<file path="src/rtl/core/oss_pkg.sv">
package oss_pkg;

    localparam int NUM_BUCKETS      = 8192;
    localparam int CELLS            = 2;
    localparam int DAYS             = 2;
    localparam int MAX_COUNTER_BITS = 16;

    localparam int ADDR_W = $clog2(NUM_BUCKETS);
    localparam int POS_W  = ADDR_W + 1;
    localparam int DAY_W  = 16;
    localparam int SUM_W  = 19;
    localparam int CIDX_W = (CELLS > 1) ? $clog2(CELLS) : 1;
    localparam int Q_DEPTH = 2;
    localparam int Q_IDX_W = 1;

    localparam logic [31:0] HASH_MUL   = 32'd131;
    localparam logic [31:0] SEED_RESET = 32'd1337;

    localparam logic [1:0] REQ_INSERT = 2'd0;
    localparam logic [1:0] REQ_TICK   = 2'd1;
    localparam logic [1:0] REQ_REPORT = 2'd2;

    localparam logic [2:0] CFG_SEED    = 3'd0;
    localparam logic [2:0] CFG_BUCKETS = 3'd1;
    localparam logic [2:0] CFG_THRESH  = 3'd2;
    localparam logic [2:0] CFG_CBITS   = 3'd3;
    localparam logic [2:0] CFG_RATE    = 3'd4;

    typedef logic [DAYS-1:0][DAY_W-1:0] t_days;

    typedef struct packed {
        logic [CELLS-1:0][31:0] key;
        logic [CELLS-1:0]       used;
        t_days [CELLS-1:0]      days;
        logic [CELLS-1:0]       on;
        t_days                  bdays;
        logic                   bon;
    } t_row;

    localparam t_row ROW_RESET = '{key: '0, used: '0, days: '0, on: '1, bdays: '0, bon: 1'b1};

    typedef struct packed {
        logic [31:0] seed;
        logic [13:0] buckets;
        logic [18:0] thresh;
        logic [4:0]  cbits;
        logic [31:0] rate;
    } t_cfg;

    typedef struct packed {
        logic [1:0]        op;
        logic [31:0]       flow_id;
        logic [ADDR_W-1:0] bucket;
    } t_cmd;

    function automatic logic [13:0] f_bucket_total(input logic [13:0] v);
        logic [13:0] m;
        m = v;
        if (m == 14'd0) m = 14'd1;
        if (m > 14'(NUM_BUCKETS)) m = 14'(NUM_BUCKETS);
        return m;
    endfunction

    function automatic logic [DAY_W-1:0] f_field_max(input logic [4:0] v);
        logic [4:0]  b;
        logic [16:0] one_hot;
        b = v;
        if (b == 5'd0) b = 5'd1;
        if (b > 5'(MAX_COUNTER_BITS)) b = 5'(MAX_COUNTER_BITS);
        one_hot = 17'd1 << b;
        return DAY_W'(one_hot - 17'd1);
    endfunction

    function automatic logic [SUM_W-1:0] f_day_sum(input t_days d);
        logic [SUM_W-1:0] s;
        s = '0;
        for (int i = 0; i < DAYS; i++) s = s + SUM_W'(d[i]);
        return s;
    endfunction

    function automatic t_days f_shift(input t_days d);
        t_days r;
        for (int i = DAYS - 1; i > 0; i--) r[i] = d[i-1];
        r[0] = '0;
        return r;
    endfunction

endpackage

</file>
<file path="src/rtl/core/oss_fifo.sv">
module oss_fifo (
    input  logic          i_clk,
    input  logic          i_rst_n,
    input  logic          i_push,
    input  oss_pkg::t_cmd i_data,
    input  logic          i_pop,
    output oss_pkg::t_cmd o_data,
    output logic          o_full,
    output logic          o_empty
);
    import oss_pkg::*;

    t_cmd               r_q [Q_DEPTH];
    logic [Q_IDX_W-1:0] r_wp, r_rp;
    logic [Q_IDX_W:0]   r_cnt;

    assign o_data  = r_q[r_rp];
    assign o_full  = (r_cnt == (Q_IDX_W+1)'(Q_DEPTH));
    assign o_empty = (r_cnt == '0);

    always_ff @(posedge i_clk) begin
        if (!i_rst_n) begin
            r_wp  <= '0;
            r_rp  <= '0;
            r_cnt <= '0;
        end else begin
            if (i_push) r_wp <= r_wp + 1'b1;
            if (i_pop)  r_rp <= r_rp + 1'b1;
            if (i_push && !i_pop)      r_cnt <= r_cnt + 1'b1;
            else if (i_pop && !i_push) r_cnt <= r_cnt - 1'b1;
        end
        if (i_push) r_q[r_wp] <= i_data;
    end

endmodule

</file>
<file path="config.mk">
export PLATFORM = sky130hd
export DESIGN_NAME = oss_fifo
export DESIGN_NICKNAME = d
export VERILOG_FILES = /design/src/rtl/core/oss_pkg.sv /design/src/rtl/core/oss_fifo.sv
export SDC_FILE = /design/constraint.sdc
export NUM_CORES = 1
export LEC_CHECK = 0
export BUFFER_PORTS_ARGS = -buffer_cell sky130_fd_sc_hd__buf_2
export CAP_MARGIN = 20
export CORE_MARGIN = 4
export CORE_UTILIZATION = 25
export CTS_BUF_LIST = sky130_fd_sc_hd__clkbuf_8 sky130_fd_sc_hd__clkbuf_16
export CTS_CLUSTER_SIZE = 40
export DETAILED_ROUTE_END_ITERATION = 6
export PLACE_DENSITY = 0.45
export SYNTH_ARGS = -nofsm -noshare
export SYNTH_HDL_FRONTEND = slang
export SYNTH_SLANG_ARGS = --single-unit
</file>
<file path="constraint.sdc">
create_clock -name i_clk -period 4.4 [get_ports i_clk]
set_input_delay 0.66 -clock i_clk [delete_from_list [all_inputs] [get_ports i_clk]]
set_output_delay 0.66 -clock i_clk [all_outputs]
set_load 0.01 [all_outputs]
</file>
* Word level (Yosys, flattened, before mapping)
Memory sizes are Yosys's and may differ from the RTL's. A register that Yosys moved wholly into a read port is not among the register bits.
Cells that the tools add are included.
** Word-level totals
- Output and inout bits :: 49
- Bits in registers :: 4
- Input port bits :: 51
- Memory bits (writable) :: 94
- Memories :: 1
** Operators by class
- Muxes and demuxes :: 6
- $add $sub $neg :: 4
- Reduce and logical (&&, ||, !) cells :: 6
- Equality and inequality tests :: 1
** Memory list
- r_q :: depth 2, width 47, rd ports 1, clocked after Yosys merged registers in 1, wr ports 1, RTL line oss_fifo.sv:13 : t_cmd r_q [Q_DEPTH];
** Operators by type and width (number)
- two-way mux 1 bit :: 4
- two-way mux 2 bit :: 2
- adder 1 bit (second input constant) :: 2
- adder 2 x 1 -> 2 bit (second input constant) :: 1
- == test 2 bit (second input constant) :: 1
- logical AND 1 bit :: 2
- zero test 1 bit :: 2
- zero test 2 bit :: 1
- nonzero test 2 bit :: 1
- subtractor 2 x 1 -> 2 bit (second input constant) :: 1

* Logic depth before layout (Yosys ltp)
Gate-level depths: netlist of the first run.
- Word-level depth :: 4
- Mapped depth :: 5
- Depth with buffers taken out :: 5

* Least setup slack after synthesis of the first run
No wires, ideal clock.
- Path type :: input to register
- Start :: in i_push
- End :: mem r_q[0][0] (netlist name), enable pin
- Slack :: 1.162 ns
- Library setup time :: 0.458 ns
- Stages on the path :: 1
- Arrival time :: 2.779 ns
- Buffers on the path :: 0
- Path through :: nor2b_1
** On the way
- Word-level cells in the longest chain between the ends :: 2
** Ends and longest elaborated chain
- from (decl) :: RTL line oss_fifo.sv:4 : input logic i_push,
- two-way mux 1 bit :: RTL line oss_fifo.sv:32 : if (i_push) r_q[r_wp] <= i_data;
- two-way mux 1 bit (not written as such) :: RTL line oss_fifo.sv:32
- to (decl) :: RTL line oss_fifo.sv:13
Every way passes these cells.

==> flow_summary.toml, run 1 <==
[synthesis]
synth_area_mm2 = 0.00362
synth_top_family_by_area = "multiplexers"
synth_seq_area_share_pct = 80.8
yosys.area_share.simple_pct = 1.56
synth.largest_area_cell = "edfxtp_1"
yosysWarnings = 0
async_flop_share_pct = 0
ys_types = 18
synth_edf_count = 94
avgSynthCellArea_um2 = 21.5
syn_nets = 220
synth_most_common_cell = "edfxtp_1"
synth_compound_area_share_pct = 0.553
synth_common_cells = "edfxtp_1 (94), mux2_2 (47), dfxtp_1 (5)"
synth.area.mux_share_pct = 14.6
synthAdderAreaFrac_pct = 0.346
ys_top_cells_by_area = "edfxtp_1 (78%), mux2_2 (15%), dfxtp_1 (2.8%)"
synth_cells = 168
yosys.area.top_type_share_pct = 78.0
synthXorXnorAreaFrac_pct = 0.726
ys.flop_type = "edfxtp_1"
ys_ff_latch = 99

[grt]
grt_usage_pct = 8.83
globalRouteOverflowTotal = 0
antenna_found_initial = 0
grt_max_degree = 29
grt_pass1_wl_um = 10500
grt_pass1_vias = 2000

[floorplanning]
dieArea_mm2 = 0.0165
row_count = 43
fp.dieH_um = 128
core_area_mm2 = 0.0140
fp.dieW_um = 128
pin_count = 100
initial_core_util_pct = 25.8

[sta]
grt_setup_unrepaired = "no"
layout_setup_ws_ps = 1870
period_needed_ps = 2530
clock_skew_ps = 4.17
slew_viol_final = 0
timing.final.crit_share_pct = 57.5
whs_ps = 506
hold_viol_final = 0
finalSetupTns_ps = 0
setup_viol = 0
maxSlewHeadroom_pct = 42.8
max_freq_mhz = 395
worst_pin_slew_ps = 855

[worst_setup_path]
cp.arrival_ps = 1870
cp_max_fo = 24
cp-start-kind = "register"
endpoint_kind = "output port"
cp.required_ps = 3740
worstSetupPathType = "reg -> out"

[power_and_ir_drop]
fin_total_pwr_mw = 2.12
swShare_pct = 20.7
clkPwrFrac_pct = 37.9
peakVddDrop_mv = 0.150
powerDensity_mw_per_mm2 = 457
p_switching_mw = 0.440
p_seq_share_pct = 52.2
internal-power_mw = 1.68
p_leak_nw = 1.72
combinationalPowerShare_pct = 9.9

[run]
drv_cap = 0

[clock_network]
cts-buffers-inserted = 9
cts_root_buffer = "clkbuf_16"
cts_setup_buffers = 0
insertion_delay_ps = 340
numClockSinks = 99
path_clk_slew_ps = 60
cts.path.max_buffers = 2
tritoncts = "done"
hold_buffers = 0
cts_resized = 0
htree_levels = 3

[route]
viasPerCell = 4.03
drc_errors = 0
detail_route.first_pass.iterations = 2
wl_per_cell_um = 14.9
wl_um = 6870
ant_nets = 0
vias = 1859
drtIter0Drc = 49

[final_layout]
drive_gt1_share_pct = 59.1
fin_nets = 328
diodes = 0
syn_to_final_growth_pct = 28.4
nFillCells = 1387

[worst_hold_path]
holdCritPathClass = "in -> reg"

[status]
status = "completed"

[placed_design]
dp_hpwl_um = 4630
place_congestion = 0.618
pre_cts_slack_ps = 2010
port_buffers = 99
layer usage:
layer / vias to the layer above / wire length [um] / global-route usage [%] / part of all wire [%]
li1: 870 / - / - / -
met1: 919 / 2730 / 9.19 / 40
met2: 61 / 3290 / 14.2 / 48
met3: 9 / 732 / 5.54 / 11
met4: 0 / 104 / 3.75 / 1.5
met5: - / 0 / 0 / 0
cell families after synthesis:
| logic type | after synthesis |
|---|---|
| AND/OR/NAND/NOR | 9 |
| flip-flops | 99 |
| AO/OA/AOI/OAI | 3 |
| multiplexers | 47 |
| XOR/XNOR | 3 |
| adder cells (fa/ha/maj) | 1 |
| buffers and inverters | 6 |
layout make-up:
type	instances	area (um2)	area share (%)
Multi-Input combinational cell	63	653	14.1
Inverter	1	3.75	0.0808
Clock inverter	7	83.8	1.80
Timing Repair Buffer	102	531	11.4
Sequential cell	99	2920	62.9
Clock buffer	9	225	4.85
Tap cell	180	225	4.85
worst paths after layout:
check	start	end	slack, ps	depth (start not counted)
max	register	o_data[31]	1870	3
min	i_data[0]	r_q[1][0]	510	1
max reg2reg	r_wp	r_q[0][28]	2590	2
min reg2reg	r_cnt[1]	r_cnt[1]	510	2
registers in the layout, summed over array words and instances (netlist names), named ones only:
| name | count |
|---|---|
| r_cnt | 2 |
| r_q | 94 |
| r_rp | 1 |
| r_wp | 1 |
worst max-delay path, stage by stage, from the launching register on:
cell and delay, ps:
dfxtp_2 730, buf_12 270, mux2_2 370, buf_2 150
through the flow:
step / instance area (um2) / instances / util [%]
after floorplan: 3620 / 168 / -
after global placement: 4320 / 444 / 30.7
after detailed placement: 4340 / 445 / 30.9
after CTS: 4650 / 461 / 33.1
after global routing: 4650 / 461 / 33.1
final: 4650 / 461 / 33.1
power groups by stage:
stage / Combinational (mW) / Sequential [mW] / Clock, mW
detailed placement: 0.217 / 1.13 / 0
finish: 0.210 / 1.11 / 0.806
global route: 0.232 / 1.11 / 0.881
floorplan: 0.128 / 1.12 / 0
CTS: 0.218 / 1.11 / 0.833
global placement: 0.203 / 1.14 / 0
placed cells by master (no fill, tap or decap), types with 2 or more instances in the layout:
cell and n:
clkinv_1 2, bufinv_16 2, and2_1 3, edfxtp_1 94, mux2_2 47, xor2_1 2
inv_1 2, clkbuf_16 9, dfxtp_1 4, buf_4 2, buf_2 99
(Power assumes the default switching activity.)
==> inputs of run 2 (changes only) <==
==> constraint.sdc (replaced) <==
create_clock -name i_clk -period 2.65 [get_ports i_clk]
set_input_delay 0.3975 -clock i_clk [delete_from_list [all_inputs] [get_ports i_clk]]
set_output_delay 0.3975 -clock i_clk [all_outputs]
set_load 0.01 [all_outputs]
==> run 2 against run 1 <==
  * Count of clock-buffer cells in the layout up 2
  * Power up 61%
  * Largest cell class unchanged
  * Die area unchanged
  * Combinational power up 73%
  * Sequential share of layout area up 0.17 points
  * Via count up 0.81%
  * Clock skew up 1.5 ps
  * Sequential power up 65%
  * Wire length up 5.4%
  * Clock power up 51%
  * Core utilization down 0.089 points
  * Cell count up 0.43%
==> flow_summary.toml, run 2 (synthesis gave the netlist of run 1 again) <==
[status]
status = "completed"

[clock_network]
insertion_delay_ps = 340
cts.path.max_buffers = 2
tritoncts = "done"
cts-buffers-inserted = 9
htree_levels = 3
numClockSinks = 99
cts_root_buffer = "clkbuf_16"
cts_resized = 0
hold_buffers = 0
cts_setup_buffers = 0
path_clk_slew_ps = 60

[final_layout]
top_register = "r_q"
drive_gt1_share_pct = 60.1
layout_common_cells = "buf_2 (99), edfxtp_1 (94), mux2_2 (47)"
fin_nets = 330
syn_to_final_growth_pct = 28.1
diodes = 0
final_common_cell = "buf_2"
top_regs = "r_q (94), r_cnt (2)"
largest_reg_flops = 94

[sta]
timing.final.crit_share_pct = 73.1
maxSlewHeadroom_pct = 72.9
period_needed_ps = 1940
layout_setup_ws_ps = 714
slew_viol_final = 0
clock_skew_ps = 5.69
hold_viol_final = 0
finalSetupTns_ps = 0
max_freq_mhz = 516
setup_viol = 0
worst_pin_slew_ps = 407
grt_setup_unrepaired = "no"

[worst_setup_path]
worstSetupPathType = "reg -> out"
cp.buffers_inverters = 2
endpoint_kind = "output port"
cp_cell_sequence = "buf_4 -> mux2_2 -> buf_2"
critPathSlowestCell = "mux2_2"
cp.required_ps = 2250
max_stage_delay_ps = 400
cp-start-kind = "register"
critical_path.top_delay_family = "buffers and inverters"
cp.arrival_ps = 1540
cp_max_fo = 25

[power_and_ir_drop]
powerDensity_mw_per_mm2 = 737
internal-power_mw = 2.66
p_seq_share_pct = 53.5
swShare_pct = 22.0
p_switching_mw = 0.753
combinationalPowerShare_pct = 10.6
clkPwrFrac_pct = 35.9
peakVddDrop_mv = 0.258
p_leak_nw = 1.72

[route]
detail_route.first_pass.iterations = 4
viasPerCell = 4.05
vias = 1874
drtIter0Drc = 110
wl_per_cell_um = 15.6
drc_errors = 0
ant_nets = 0
wl_um = 7240

[placed_design]
dp_hpwl_um = 4720
pre_cts_slack_ps = 1040
port_buffers = 99
place_congestion = 0.624

[floorplanning]
fp.dieH_um = 128
pin_count = 100
dieArea_mm2 = 0.0165
row_count = 43
fp.dieW_um = 128
core_area_mm2 = 0.0140
initial_core_util_pct = 25.8

[grt]
grt_pass1_wl_um = 11100
globalRouteOverflowTotal = 0
grt_usage_pct = 9.36
grt_max_degree = 45
grt_pass1_vias = 2026
antenna_found_initial = 0

[worst_hold_path]
holdCritPathClass = "in -> reg"

[run]
drv_cap = 0
run 2: layout make-up:
class                      instances  area (um2)
clock buffer                      11         253
clock inverter                     5        28.8
fill                            1403        9410
inverter                           1        3.75
multi-input combinational         63         653
sequential                        99        2920
tap                              180         225
timing repair buffer             104         546
run 2: power by group through the flow:
| stage | Clock, mW | Sequential [mW] | Combinational [mW] |
|---|---|---|---|
| floorplan | 0 | 1.86 | 0.213 |
| global placement | 0 | 1.86 | 0.373 |
| detailed placement | 0 | 1.86 | 0.376 |
| CTS | 1.29 | 1.83 | 0.379 |
| global route | 1.35 | 1.83 | 0.403 |
| finish | 1.22 | 1.83 | 0.363 |
run 2: path summary, 6_finish.rpt:
path                            startpoint    endpoint  slack [ps]  depth (start not counted)
worst min register to register    r_cnt[1]    r_cnt[1]         510                          2
worst max-delay path              register  o_data[19]         710                          3
worst min-delay path            i_data[41]  r_q[1][41]         240                          1
worst max register to register        r_wp  r_q[1][38]        1390                          2
run 2: metal layers:
layer	GRT usage (%)	share of wire, %	up-vias
li1	-	-	876
met5	0	0	-
met2	14.5	49	62
met3	3.83	7.2	11
met1	10.9	42	925
met4	5.43	2.4	0
run 2: through the flow:
step | instance area (um2) | hold WS [ps] | util (%) | power [mW] | instances
detailed placement | 4350 | 506 | 31.0 | 2.24 | 447
finish | 4630 | 241 | 33.0 | 3.41 | 463
CTS | 4630 | 212 | 33.0 | 3.50 | 463
floorplan | 3620 | 466 | - | 2.07 | 168
global route | 4630 | 215 | 33.0 | 3.59 | 463
global placement | 4350 | 487 | 31.0 | 2.23 | 447
