==> src/rtl/core/oss_pkg.sv <==
package oss_pkg;

    localparam int NUM_BUCKETS      = 8192;
    localparam int CELLS            = 2;
    localparam int DAYS             = 2;
    localparam int MAX_COUNTER_BITS = 16;

    localparam int ADDR_W = $clog2(NUM_BUCKETS);
    localparam int POS_W  = ADDR_W + 1;
    localparam int DAY_W  = 16;
    localparam int SUM_W  = 19;
    localparam int CIDX_W = (CELLS > 1) ? $clog2(CELLS) : 1;
    localparam int Q_DEPTH = 2;
    localparam int Q_IDX_W = 1;

    localparam logic [31:0] HASH_MUL   = 32'd131;
    localparam logic [31:0] SEED_RESET = 32'd1337;

    localparam logic [1:0] REQ_INSERT = 2'd0;
    localparam logic [1:0] REQ_TICK   = 2'd1;
    localparam logic [1:0] REQ_REPORT = 2'd2;

    localparam logic [2:0] CFG_SEED    = 3'd0;
    localparam logic [2:0] CFG_BUCKETS = 3'd1;
    localparam logic [2:0] CFG_THRESH  = 3'd2;
    localparam logic [2:0] CFG_CBITS   = 3'd3;
    localparam logic [2:0] CFG_RATE    = 3'd4;

    typedef logic [DAYS-1:0][DAY_W-1:0] t_days;

    typedef struct packed {
        logic [CELLS-1:0][31:0] key;
        logic [CELLS-1:0]       used;
        t_days [CELLS-1:0]      days;
        logic [CELLS-1:0]       on;
        t_days                  bdays;
        logic                   bon;
    } t_row;

    localparam t_row ROW_RESET = '{key: '0, used: '0, days: '0, on: '1, bdays: '0, bon: 1'b1};

    typedef struct packed {
        logic [31:0] seed;
        logic [13:0] buckets;
        logic [18:0] thresh;
        logic [4:0]  cbits;
        logic [31:0] rate;
    } t_cfg;

    typedef struct packed {
        logic [1:0]        op;
        logic [31:0]       flow_id;
        logic [ADDR_W-1:0] bucket;
    } t_cmd;

    function automatic logic [13:0] f_bucket_total(input logic [13:0] v);
        logic [13:0] m;
        m = v;
        if (m == 14'd0) m = 14'd1;
        if (m > 14'(NUM_BUCKETS)) m = 14'(NUM_BUCKETS);
        return m;
    endfunction

    function automatic logic [DAY_W-1:0] f_field_max(input logic [4:0] v);
        logic [4:0]  b;
        logic [16:0] one_hot;
        b = v;
        if (b == 5'd0) b = 5'd1;
        if (b > 5'(MAX_COUNTER_BITS)) b = 5'(MAX_COUNTER_BITS);
        one_hot = 17'd1 << b;
        return DAY_W'(one_hot - 17'd1);
    endfunction

    function automatic logic [SUM_W-1:0] f_day_sum(input t_days d);
        logic [SUM_W-1:0] s;
        s = '0;
        for (int i = 0; i < DAYS; i++) s = s + SUM_W'(d[i]);
        return s;
    endfunction

    function automatic t_days f_shift(input t_days d);
        t_days r;
        for (int i = DAYS - 1; i > 0; i--) r[i] = d[i-1];
        r[0] = '0;
        return r;
    endfunction

endpackage

==> src/rtl/core/oss_front.sv <==
module oss_front (
    input  logic               i_clk,
    input  logic               i_rst_n,
    input  logic               i_accept,
    input  logic [1:0]         i_req_type,
    input  logic [31:0]        i_flow_id,
    input  logic [12:0]        i_report_bucket,
    input  oss_pkg::t_cfg      i_cfg,
    input  logic               i_q_full,
    output logic               o_push,
    output oss_pkg::t_cmd      o_cmd,
    output logic               o_busy
);
    import oss_pkg::*;

    typedef enum logic [3:0] {
        F_IDLE = 4'b0001,
        F_HASH = 4'b0010,
        F_MOD  = 4'b0100,
        F_PUSH = 4'b1000
    } t_fstate;

    t_fstate     r_state, n_state;
    t_cmd        r_cmd, n_cmd;
    logic [31:0] r_x, n_x;
    logic [1:0]  r_byte, n_byte;
    logic [2:0]  r_step, n_step;
    logic [ADDR_W-1:0] r_rem, n_rem;

    logic [13:0] m;
    logic [7:0]  hbyte;
    logic [13:0] t;

    assign m      = f_bucket_total(i_cfg.buckets);
    assign hbyte  = r_cmd.flow_id[{r_byte, 3'b000} +: 8];
    assign o_busy = (r_state != F_IDLE);
    assign o_cmd  = r_cmd;
    assign o_push = (r_state == F_PUSH) && !i_q_full;

    always_comb begin
        n_state = r_state;
        n_cmd   = r_cmd;
        n_x     = r_x;
        n_byte  = r_byte;
        n_step  = r_step;
        n_rem   = r_rem;
        t       = '0;
        case (r_state)
            F_IDLE: begin
                if (i_accept) begin
                    n_cmd.op      = i_req_type;
                    n_cmd.flow_id = i_flow_id;
                    n_cmd.bucket  = ADDR_W'(i_report_bucket);
                    case (i_req_type)
                        REQ_INSERT: begin
                            n_x     = i_cfg.seed;
                            n_byte  = 2'd0;
                            n_state = F_HASH;
                        end
                        REQ_TICK: n_state = F_PUSH;
                        REQ_REPORT: begin
                            if (14'(i_report_bucket) < m) n_state = F_PUSH;
                        end
                        default: n_state = F_IDLE;
                    endcase
                end
            end
            F_HASH: begin
                n_x    = r_x * HASH_MUL + 32'(hbyte);
                n_byte = r_byte + 2'd1;
                if (r_byte == 2'd3) begin
                    n_step  = 3'd0;
                    n_rem   = '0;
                    n_state = F_MOD;
                end
            end
            F_MOD: begin
                for (int i = 0; i < 4; i++) begin
                    t = {n_rem, n_x[31]};
                    if (t >= m) t = t - m;
                    n_rem = t[ADDR_W-1:0];
                    n_x   = {n_x[30:0], 1'b0};
                end
                n_step = r_step + 3'd1;
                if (r_step == 3'd7) begin
                    n_cmd.bucket = n_rem;
                    n_state      = F_PUSH;
                end
            end
            F_PUSH: begin
                if (!i_q_full) n_state = F_IDLE;
            end
            default: n_state = F_IDLE;
        endcase
    end

    always_ff @(posedge i_clk) begin
        if (!i_rst_n) begin
            r_state <= F_IDLE;
        end else begin
            r_state <= n_state;
        end
        r_cmd  <= n_cmd;
        r_x    <= n_x;
        r_byte <= n_byte;
        r_step <= n_step;
        r_rem  <= n_rem;
    end

endmodule

==> config.mk <==
export PLATFORM = sky130hd
export DESIGN_NAME = oss_front
export DESIGN_NICKNAME = d
export VERILOG_FILES = /design/src/rtl/core/oss_pkg.sv /design/src/rtl/core/oss_front.sv
export SDC_FILE = /design/constraint.sdc
export NUM_CORES = 1
export LEC_CHECK = 0
export BUFFER_PORTS_ARGS = -buffer_cell sky130_fd_sc_hd__buf_2
export CAP_MARGIN = 20
export CORE_MARGIN = 10
export CORE_UTILIZATION = 54
export CTS_BUF_LIST = sky130_fd_sc_hd__clkbuf_4
export CTS_CLUSTER_DIAMETER = 150
export DETAILED_ROUTE_END_ITERATION = 16
export PLACE_DENSITY = 0.82
export SYNTH_ARGS = -nofsm -noshare
export SYNTH_HDL_FRONTEND = slang
export SYNTH_SLANG_ARGS = --single-unit
==> constraint.sdc <==
create_clock -name i_clk -period 9.27 [get_ports i_clk]
set_clock_uncertainty 0.15 [all_clocks]
set_input_delay 0.927 -clock i_clk [delete_from_list [all_inputs] [get_ports i_clk]]
set_output_delay 0.927 -clock i_clk [all_outputs]
set_load 0.01 [all_outputs]
### After elaboration in Yosys (flattened, before gate mapping)

Index checks and enable logic that the tools add are counted.
Widths: inputs -> output; s select.

* flip-flop bits (word level): 101
* bits in latches: 0
* memory bits (writable): 0
* ROM bits: 0
* input port bits: 153
* output and inout port bits: 49
* memories kept: 0

* $add $sub $neg: 7
* multipliers: 1
* divide/modulo/power cells: 0
* $lt $le $gt $ge: 6
* equality and inequality tests: 15
* shifts and indexed selects: 1
* muxes and demuxes: 29
* bitwise operators: 0
* reductions and logical operators: 14

Operators with widths (number)
* $mux 13: 10
* $pmux 32 s3: 1
* $mux 32: 2
* $ge 14x14->1: 4
* $pmux 13 s2: 2
* $sub 13x13->13: 4
* $add 32x8->32: 1
* $mul 32x8->32 const B: 1
* $shiftx 32x6->8: 1
* $mux 14: 2
* $mux 4: 5
* $pmux 4 s4: 1
* $gt 14x14->1 const B: 1
* $logic_not 14->1: 1
* $lt 13x14->1: 1
* $pmux 4 s3: 1
* $reduce_and 3->1: 3
* $ne 2x2->1 const B: 4
* $pmux 3 s2: 1
* $reduce_bool 2->1: 3
* $reduce_and 5->1: 1
* $eq 2x2->1 const B: 2
* $eq 4x1->1 const B: 1
* $eq 4x2->1 const B: 1
* 17 further kinds: 19

### Depth between registers and ports, before layout

Gate-level depths: netlist of the first run.

* word-level depth: 17
* depth in mapped cells: 41
* depth with buffers taken out: 38

### Worst setup path before layout of the first run

No wires, ideal clock.

* kind: in2reg
* start point: input i_cfg[60] in the netlist's numbering
* end point: register r_cmd (netlist bit o_cmd[8]), data pin
* library setup time: 0.261 ns
* data arrival time: 8.907 ns
* slack: -0.048 ns
* stages on the path: 37
* path buffers: 4
* cell sequence: nor4_1 -> nand3_1 -> o21ai_1 -> nand2_1 -> ha_1 -> a21oi_2 -> o211a_1 -> o21a_1 -> a21oi_4 -> buf_6 -> mux2i_1 -> inv_1 -> ha_1 -> nand4_1 -> a211o_1 -> a21oi_2 -> o31a_1 -> buf_6 -> mux2_2 -> ha_1 -> a211oi_1 -> o21ai_0 -> o21ai_0 -> a21o_1 -> clkbuf_1 -> nor2_1 -> a21oi_1 -> inv_1 -> ha_1 -> nand4_1 -> a211oi_1 -> nor2_1 -> o21ai_0 -> o21ba_2 -> clkbuf_1 -> nor2_1 -> a221o_1

RTL lines
* start, declared: RTL line oss_front.sv:8 `input oss_pkg::t_cfg i_cfg,`
* end signal, assigned: RTL line oss_front.sv:103 `r_cmd <= n_cmd;`
* end, declared: RTL line oss_front.sv:24 `t_cmd r_cmd, n_cmd;`

==> metrics.cfg, run 1 <==
[status]
status = finished, final reports clean

[sta]
hold_viol_final = 0
slew_headroom_pct = 37.4
max_freq_mhz = 110
worst_pin_slew_ps = 926
final.setup.worst_slack_ps = 172
finalCritPeriodShare_pct = 98.1
report.final.slew_viol_count = 0
final-setup-viol-count = 0
post-route-min-period_ps = 9100
hold_ws_ps = 397

[worst_setup_path]
slowest_stage = or4_4
crit_fanout = 8
cp-start-kind = input port
critPathMaxStageDelay_ps = 420
cpMostUsedCell = buf_4
critPathArrivalTime_ps = 9230
crit_type = in -> reg
rrSetupSlack_ps = 810
required_ps = 9400
worstSetupEndpointType = flop

[power]
pwr-share-comb_pct = 74.3
p_switching_mw = 1.60
power.density_nw_per_um2 = 239
p_seq_share_pct = 18.8
clkPwrFrac_pct = 6.9
intPower_mw = 1.79
ir_drop_mv = 0.172
swShare_pct = 47.3
p_leak_nw = 6.81

[finish]
area_delta_synth_final_pct = 24.9
drive_gt1_share_pct = 27.6
final_core_util_pct = 68.0
final_common_cell = buf_4
final_cell_mix = 194 x buf_4, 186 x ha_1, 179 x inv_1
nets = 1940
fill_cells = 1526

[clock_network]
tritoncts = built
cts.clk_slew.worst_paths_ps = 170
clock_sinks = 101
clock-root-buffer = clkbuf_4
cts_made_buffers = 9
clock_path_buffers = 2
clk-insertion-delay-late_ps = 520
htreeDepth = 3

[detailed_routing]
first_iter_violations = 877
first_pass_iters = 5
num_vias = 10900
via_per_inst = 5.92
drc_errors = 0
wire_per_inst_um = 19.1
antenna_left = 0
wirelength_mm = 35.2

[floorplanning]
die_w_um = 165
chipHeight_um = 165
start_util_pct = 54.4
num_rows = 53
core_area_um2 = 20900
die_area_um2 = 27300
io_pins = 202

[synth]
synthesis.nets = 1613
yosysSeqAreaShare_pct = 26.3
synthArstFlopShare_pct = 0
synth_cell_types = 71
syn_area_per_cell_um2 = 9.17
synthesis.area_um2 = 11400
ys_ff_latch = 101
synth_cells = 1239
synth_edf_count = 97
yosysWarningCount = 0
synth_top_flop_cell = edfxtp_1

[job]
cap_violations = 0

[placement]
port_buffers = 145
hpwl_mm = 28.4
dp_slack_ps = -608
gp_congestion = 0.960

[global_routing]
grt_max_degree = 36
grt_overflow = 0
track_usage_pct = 25.4
grt_pass1_wl_mm = 55.0
grt_antenna_before_repair = 1
grt_pass1_vias = 11000

[min_path]
worst_hold_path_type = reg -> reg

## state kept, by name (all words and copies together) (netlist names)
register	flops
r_state	4
r_rem	13
r_byte	2
r_x	32
o_cmd	47
r_step	3
## stage by stage
step / std cells / instance area, um2 / total power, mW / TNS [ps]
final: 1847 / 14200 / 3.39 / 0
after global routing: 1847 / 14200 / 3.66 / -1690
after CTS: 1839 / 13900 / 3.27 / 0
after detailed placement: 1823 / 13800 / 3.01 / -12480
after global placement: 1823 / 13800 / 2.92 / -7230
after floorplan: 1239 / 11400 / 2.15 / 0
## cells by family (layout without fill, tap and decap cells)
logic type	after synthesis	count (layout)	share of synthesized area [%]
flops	101	101	26.3
mux	26	26	3.28
compound gates	343	343	20.3
buf+inv	206	538	7.01
simple gates	291	291	12.5
xor+xnor	51	51	3.93
fa+ha+maj	221	221	26.6
other cells	0	1	0
## critical path, delay by kind of cell
family	cells	cell delay [ps]
compound gates	17	3720
simple gates	11	1880
fa+ha+maj	4	1170
buf+inv	8	1110
mux	1	400
## area by class of cell
| cell class | instances | area, um2 | area share, % |
|---|---|---|---|
| multi-input cells | 932 | 7800 | 54.9 |
| repair buffers | 343 | 2260 | 15.9 |
| flip-flops and latches | 101 | 2990 | 21.1 |
| clock buffers | 9 | 67.6 | 0.476 |
| diodes | 1 | 2.50 | 0.0176 |
| well taps | 275 | 344 | 2.42 |
| inverters | 179 | 672 | 4.73 |
| clock inverters | 7 | 62.6 | 0.441 |
## final timing paths
check,start,end,cells past startpoint
worst max-delay path,i_cfg[57],o_cmd[2],41
worst min-delay path,r_state[1],r_state[1],2
worst max register to register,r_x[31],o_cmd[2],37
worst min register to register,r_state[1],r_state[1],2
## Yosys cell counts, types with 10 or more instances
| cell type | n | area share (%) |
|---|---|---|
| edfxtp_1 | 97 | 26 |
| nand4_1 | 14 | 0.77 |
| ha_1 | 186 | 20 |
| clkbuf_1 | 23 | 0.76 |
| xor2_1 | 19 | 1.5 |
| o211ai_1 | 15 | 0.99 |
| nor3_1 | 19 | 0.84 |
| nand3_1 | 21 | 0.92 |
| nor2_1 | 73 | 2.4 |
| fa_1 | 35 | 6.2 |
| a22oi_1 | 25 | 1.7 |
| a211oi_1 | 23 | 1.5 |
| inv_1 | 179 | 5.9 |
| a21o_1 | 26 | 1.7 |
| o21a_1 | 17 | 1.1 |
| xnor2_1 | 32 | 2.5 |
| mux2i_1 | 10 | 0.88 |
| nand2b_1 | 21 | 1.2 |
| a21oi_1 | 79 | 3.5 |
| o21ai_0 | 73 | 3.2 |
| nand2_1 | 82 | 2.7 |
## power groups by stage
stage	combinational [mW]	clock [mW]	sequential, mW
2_1_floorplan	1.51	0	0.641
3_3_place_gp	2.28	0	0.638
3_5_place_dp	2.37	0	0.642
4_1_cts	2.41	0.235	0.634
5_1_grt	2.77	0.249	0.642
6_report	2.52	0.235	0.636
## metal layers
| layer | wire, um | up-vias | global-route usage [%] |
|---|---|---|---|
| met5 | 0 | - | 0 |
| met4 | 1430 | 0 | 11.3 |
| met3 | 2990 | 101 | 5.60 |
| met2 | 16900 | 508 | 43.1 |
| met1 | 13900 | 5166 | 30.2 |
| li1 | - | 5160 | - |
## repair_timing
| item | in CTS | in global routing |
|---|---|---|
| pin swaps | 1 | 12 |
| setup endpoints to repair | 9 | 26 |
| buffers inserted | 0 | 5 |
| resized for setup | 8 | 38 |
| hold buffers | 0 | 0 |
Power figures use the tool's default switching activity.
==> run 2: changes to the inputs <==
CORE_UTILIZATION = 59   (was 54)
PLACE_DENSITY = 0.85   (was 0.82)
clock period = 9.2 ns   (was 9.27 ns; I/O delays follow)
==> run 2 against run 1 <==
  * First-iteration DRC count rose by 29%
  * Worst hold slack better by 8.7 ps
  * Sequential share of layout area is essentially flat
  * Count of clock-buffer cells in the layout unchanged
  * Clock power barely moved
  * Sequential power up 0.8%
  * Register-to-register slack about the same
  * Critical path depth unchanged
  * Critical endpoint is now o_cmd[6]
==> metrics.cfg, run 2 (synthesized netlist as in run 1, its figures left out) <==
[power]
p_leak_nw = 6.82  ; +0.26%
ir_drop_mv = 0.187  ; +8.6%
power.density_nw_per_um2 = 242  ; +1.3%

[min_path]
worst_hold_path_type = in -> reg
whs_path_depth = 1  ; -1

[clock_network]
cts.clk_slew.worst_paths_ps = 180  ; about the same
hold_buffers = 0  ; unchanged
cts_made_buffers = 9  ; unchanged
clock-root-buffer = clkbuf_4
htreeDepth = 3  ; unchanged
clock_path_buffers = 2  ; unchanged
tritoncts = built
clk-insertion-delay-late_ps = 520  ; about the same
clock_sinks = 101  ; unchanged

[global_routing]
grt_pass1_vias = 11200  ; +1.4%
track_usage_pct = 26.8  ; +1.5 points
grt_antenna_before_repair = 2  ; +1
grt_overflow = 0  ; unchanged
grt_max_degree = 36  ; unchanged
grt_pass1_wl_mm = 55.8  ; +1.6%

[floorplanning]
core_area_um2 = 18800  ; -9.9%
start_util_pct = 60.4  ; +5.9 points
num_rows = 50  ; -5.7%
chipHeight_um = 159  ; -3.8%
die_w_um = 159  ; -3.8%
io_pins = 202  ; unchanged
die_area_um2 = 25200  ; -7.5%

[sta]
max_freq_mhz = 111
final-setup-viol-count = 0  ; unchanged
report.final.slew_viol_count = 0  ; unchanged
hold_ws_ps = 406  ; +8.71 ps
post-route-min-period_ps = 8990
final.setup.worst_slack_ps = 206  ; +33.3 ps
hold_viol_final = 0  ; unchanged
slew_headroom_pct = 44.8  ; +7.4 points
worst_pin_slew_ps = 826  ; -100 ps
finalCritPeriodShare_pct = 97.8

[worst_setup_path]
slowest_stage = or4_4
crit_type = in -> reg
path_buf_inv = 11  ; +3
critPathMaxStageDelay_ps = 480  ; +60 ps
required_ps = 9410  ; about the same
critPathArrivalTime_ps = 9200  ; -30 ps
cp_num_cells = 41  ; unchanged
cp-start-kind = input port
crit_fanout = 10  ; +2
rr_worst_depth = 36  ; -2.7%
worstSetupEndpointType = flop
cpMostUsedCell = buf_4
crit_family = compound AO/OA/AOI/OAI gates

[placement]
placed_cells = 1810  ; -0.71%
gp_congestion = 0.979  ; +2.0%
hpwl_mm = 28.6  ; +0.63%
dp_slack_ps = -563  ; +45.1 ps
port_buffers = 145  ; unchanged
dpl_cell_area_um2 = 13800  ; +0.15%

[finish]
area_delta_synth_final_pct = 25.2
postLayoutCellArea_um2 = 14200  ; +0.23%
largest_register_ffs = 47  ; unchanged
drive_gt1_share_pct = 27.8  ; +0.26 points
stdcell_count = 1839  ; -0.43%
nets = 1947  ; +0.36%
fill_cells = 1223  ; -20%
final_cell_mix = 203 x buf_4, 184 x ha_1, 178 x inv_1
final_core_util_pct = 75.6  ; +7.6 points
final_common_cell = buf_4

[status]
status = finished, final reports clean

[detailed_routing]
wire_per_inst_um = 19.3  ; +1.1%
drc_errors = 0  ; unchanged
wirelength_mm = 35.4  ; +0.63%
first_pass_iters = 6  ; +1
via_per_inst = 6.04  ; +2.0%
first_iter_violations = 1127  ; +29%
num_vias = 11100  ; +1.5%
antenna_left = 0  ; unchanged

[job]
cap_violations = 0  ; unchanged

==> run 2: worst paths after layout <==
| kind | slack, ps | to | from |
|---|---|---|---|
| hold reg to reg | 420 | r_state[1] | r_state[1] |
| setup reg to reg | 800 | o_cmd[6] | r_x[31] |
| setup / recovery | 210 | o_cmd[6] | i_cfg[60] |
| hold / removal | 410 | o_cmd[34] | i_flow_id[21] |
==> run 2: what timing repair did <==
item / in CTS / in global routing
gates resized for setup: 2 / 45
endpoints found under the setup margin: 9 / 26
setup buffers: 3 / 9
pin swaps: 1 / 14
==> run 2: power by group <==
group | leakage, nW | switching (mW) | internal [mW]
Combinational | 5.82 | 1.39 | 1.17
Sequential | 0.929 | 0.0550 | 0.586
Clock | 0.0720 | 0.174 | 0.0619
==> run 2: metrics by stage <==
step / total power, mW / setup TNS [ps]
3_3_place_gp: 2.95 / -7810
2_1_floorplan: 2.17 / 0
6_report: 3.44 / 0
3_5_place_dp: 3.06 / -11410
4_1_cts: 3.31 / 0
5_1_grt: 3.71 / -314
==> run 2: layout make-up <==
type	instances	area, um2	share of cell area [%]
flip-flops and latches	101	2990	21.0
clock inverters	7	66.3	0.466
diodes	1	2.50	0.0176
inverters	179	672	4.72
multi-input cells	932	7820	54.9
repair buffers	350	2290	16.1
clock buffers	9	67.6	0.475
well taps	260	325	2.29
==> run 2: worst reg2reg max path, delay by kind of cell, from the launching register on <==
kind                     cells  cell delay [ps]
AO/OA/AOI/OAI               14             3240
adder cells (fa/ha/maj)      5             1670
buffers and inverters        9             1170
flip-flops                   1              430
multiplexers                 1              210
AND/OR/NAND/NOR              7             1350
==> run 2: routing by layer <==
layer	global-route usage, %	vias up	wire, um
li1	-	5177	-
met5	0	-	9
met2	44.8	581	16800
met4	12.4	2	1760
met1	32.0	5196	13500
met3	6.35	148	3340
==> run 3: changes to the inputs <==
CORE_UTILIZATION = 35   (was 59)
PLACE_DENSITY = 0.55   (was 0.85)
==> run 3 against run 2 <==
  * Count of clock-buffer cells in the layout is 1 higher
  * Global-route usage shrank 9.8 points
  * Fmax hardly changed
  * Via count decreased by 7.2%
  * Combinational power is essentially flat
  * Sequential power fell by 0.9%
  * Critical path type unchanged
  * Critical endpoint is now o_cmd[2]
  * Non-clock buffer count increased by 3
  * First-iteration DRC count decreased by 61%
  * Largest cell class unchanged
  * Utilization decreased by 30 points
  * Design area up 2.3%
==> metrics.cfg, run 3 (synthesized netlist as in run 1, its figures left out) <==
[sta]
final.setup.worst_slack_ps = 201  ; -4.93 ps
report.final.slew_viol_count = 0  ; unchanged
final-setup-viol-count = 0  ; unchanged
worst_pin_slew_ps = 1100  ; +269 ps
slew_headroom_pct = 27.0  ; -18 points
post-route-min-period_ps = 9000  ; +4.93 ps
finalCritPeriodShare_pct = 97.8  ; about the same
hold_viol_final = 0  ; unchanged
hold_ws_ps = 411  ; +5.39 ps
max_freq_mhz = 111  ; about the same

[detailed_routing]
first_iter_violations = 441  ; -61%
wire_per_inst_um = 17.4  ; -9.7%
num_vias = 10300  ; -7.2%
antenna_left = 0  ; unchanged
first_pass_iters = 5  ; -1
drc_errors = 0  ; unchanged
via_per_inst = 5.11  ; -15%
wirelength_mm = 35.1  ; -0.90%

[floorplanning]
num_rows = 65  ; +30%
io_pins = 202  ; unchanged
die_w_um = 200  ; +26%
core_area_um2 = 31800  ; +69%
chipHeight_um = 200  ; +26%
start_util_pct = 35.7  ; -25 points
die_area_um2 = 40100  ; +59%

[power]
ir_drop_mv = 0.167  ; -10%
p_leak_nw = 6.87  ; +0.61%
swShare_pct = 45.7  ; -1.4 points
clkPwrFrac_pct = 8.0  ; +1.1 points
intPower_mw = 1.88  ; +3.3%
p_switching_mw = 1.58  ; -2.4%
power.density_nw_per_um2 = 238  ; -1.7%
pwr-share-comb_pct = 73.7  ; -0.8 points
p_seq_share_pct = 18.4  ; -0.2 points

[finish]
fill_cells = 3091  ; +150%
area_delta_synth_final_pct = 28.1
nets = 1951  ; +0.21%
final_common_cell = buf_4
largest_register_ffs = 47  ; unchanged
final_cell_mix = 206 x buf_4, 181 x ha_1, 178 x inv_1
drive_gt1_share_pct = 28.4  ; +0.62 points

[clock_network]
tritoncts = built
cts.clk_slew.worst_paths_ps = 170  ; about the same
hold_buffers = 0  ; unchanged
clock-root-buffer = clkbuf_4
clock_sinks = 101  ; unchanged
cts_made_buffers = 9  ; unchanged
clock_path_buffers = 2  ; unchanged
clk-insertion-delay-late_ps = 510  ; about the same
htreeDepth = 3  ; unchanged

[status]
status = finished, final reports clean

[placement]
gp_congestion = 0.910  ; -7.0%
port_buffers = 145  ; unchanged
hpwl_mm = 29.1  ; +1.6%
dp_slack_ps = -596  ; -33.6 ps

[min_path]
whs_endpoint = r_state[1]
whs_path_depth = 2  ; +1
worst_hold_path_type = reg -> reg
worst_hold_startpoint = r_state[1]

[global_routing]
grt_pass1_vias = 10500  ; -5.9%
grt_overflow = 0  ; unchanged
track_usage_pct = 17.0  ; -9.8 points
grt_pass1_wl_mm = 55.6  ; -0.51%
grt_max_degree = 35  ; -2.8%
grt_antenna_before_repair = 5  ; +3

[worst_setup_path]
rrSetupSlack_ps = 870  ; +70 ps
required_ps = 9440  ; +30 ps
cpMostUsedCell = buf_4
crit_family = compound AO/OA/AOI/OAI gates
slowest_stage = or4_4
critPathArrivalTime_ps = 9240  ; +40 ps
r2r-start = r_x[31]
rr_worst_depth = 38  ; +5.6%
crit_type = in -> reg
cp-start-kind = input port
critPathMaxStageDelay_ps = 480  ; about the same
worstSetupEndpointType = flop
path_buf_inv = 10  ; -1
r2r-end = o_cmd[2]
crit_fanout = 8  ; -2

[job]
cap_violations = 0  ; unchanged

==> run 3: cell types whose count changed in the layout (fill, tap and decap cells not counted), moves of 3 or more <==
cell	previous run	this run
ha_1	184	181
buf_4	203	206
a21oi_2	7	10
ha_4	2	5
==> run 3: how the worst max path moves through the flow <==
stage	slack [ps]	to	from	cells past startpoint
after global placement	-590	o_cmd[2]	i_cfg[64]	39
after floorplan	8	o_cmd[8]	i_cfg[60]	37
after detailed placement	-600	o_cmd[2]	i_cfg[60]	39
final	200	o_cmd[2]	i_cfg[57]	41
after CTS	8	o_cmd[11]	i_cfg[57]	38
after global routing	-60	o_cmd[0]	i_cfg[64]	42
==> run 3: area by class of cell <==
| cell class | count | area (um2) | area share, % |
|---|---|---|---|
| Sequential cell | 101 | 2990 | 20.6 |
| Tap cell | 435 | 544 | 3.74 |
| Timing Repair Buffer | 353 | 2300 | 15.8 |
| Antenna cell | 2 | 5.00 | 0.0344 |
| Clock buffer | 10 | 75.1 | 0.516 |
| Clock inverter | 6 | 86.3 | 0.593 |
| Inverter | 179 | 672 | 4.62 |
| Multi-Input combinational cell | 933 | 7880 | 54.1 |
==> run 3: worst min-delay path: cells and delay by family, from the launching register on <==
family	cells	cell delay, ps
simple gates	1	70
compound gates	1	70
flops	1	380
==> run 3: power by group through the flow <==
| stage | Sequential (mW) | Clock (mW) | Combinational (mW) |
|---|---|---|---|
| CTS | 0.637 | 0.286 | 2.43 |
| global route | 0.644 | 0.296 | 2.86 |
| finish | 0.635 | 0.275 | 2.55 |
| detailed placement | 0.647 | 0 | 2.40 |
| global placement | 0.644 | 0 | 2.38 |
| floorplan | 0.646 | 0 | 1.52 |
==> run 3: timing repair <==
| item | in CTS | in global routing |
|---|---|---|
| setup buffers | 2 | 10 |
| pin swaps | 1 | 19 |
| cloned | 0 | 1 |
| gates resized for setup | 1 | 56 |
| endpoints found under the setup margin | 5 | 26 |
==> run 3: per-stage QoR <==
step / util, % / instance area, um2 / total power [mW] / std cells / TNS (ps)
after floorplan: - / 11400 / 2.17 / 1239 / 0
after global placement: 44.0 / 14000 / 3.02 / 1988 / -12470
after detailed placement: 44.0 / 14000 / 3.05 / 1988 / -12490
after CTS: 44.6 / 14200 / 3.35 / 2006 / 0
after global routing: 45.8 / 14600 / 3.80 / 2018 / -300
final: 45.8 / 14600 / 3.46 / 2019 / 0
==> run 3: routing by layer <==
| metal | wire (um) | share of wire, % | vias up | track usage (%) |
|---|---|---|---|---|
| met5 | 24 | 0.068 | - | 0 |
| met2 | 16100 | 46 | 213 | 28.1 |
| met3 | 1830 | 5.2 | 29 | 3.61 |
| met1 | 16500 | 47 | 4873 | 22.0 |
| li1 | - | - | 5189 | - |
| met4 | 576 | 1.6 | 4 | 4.61 |
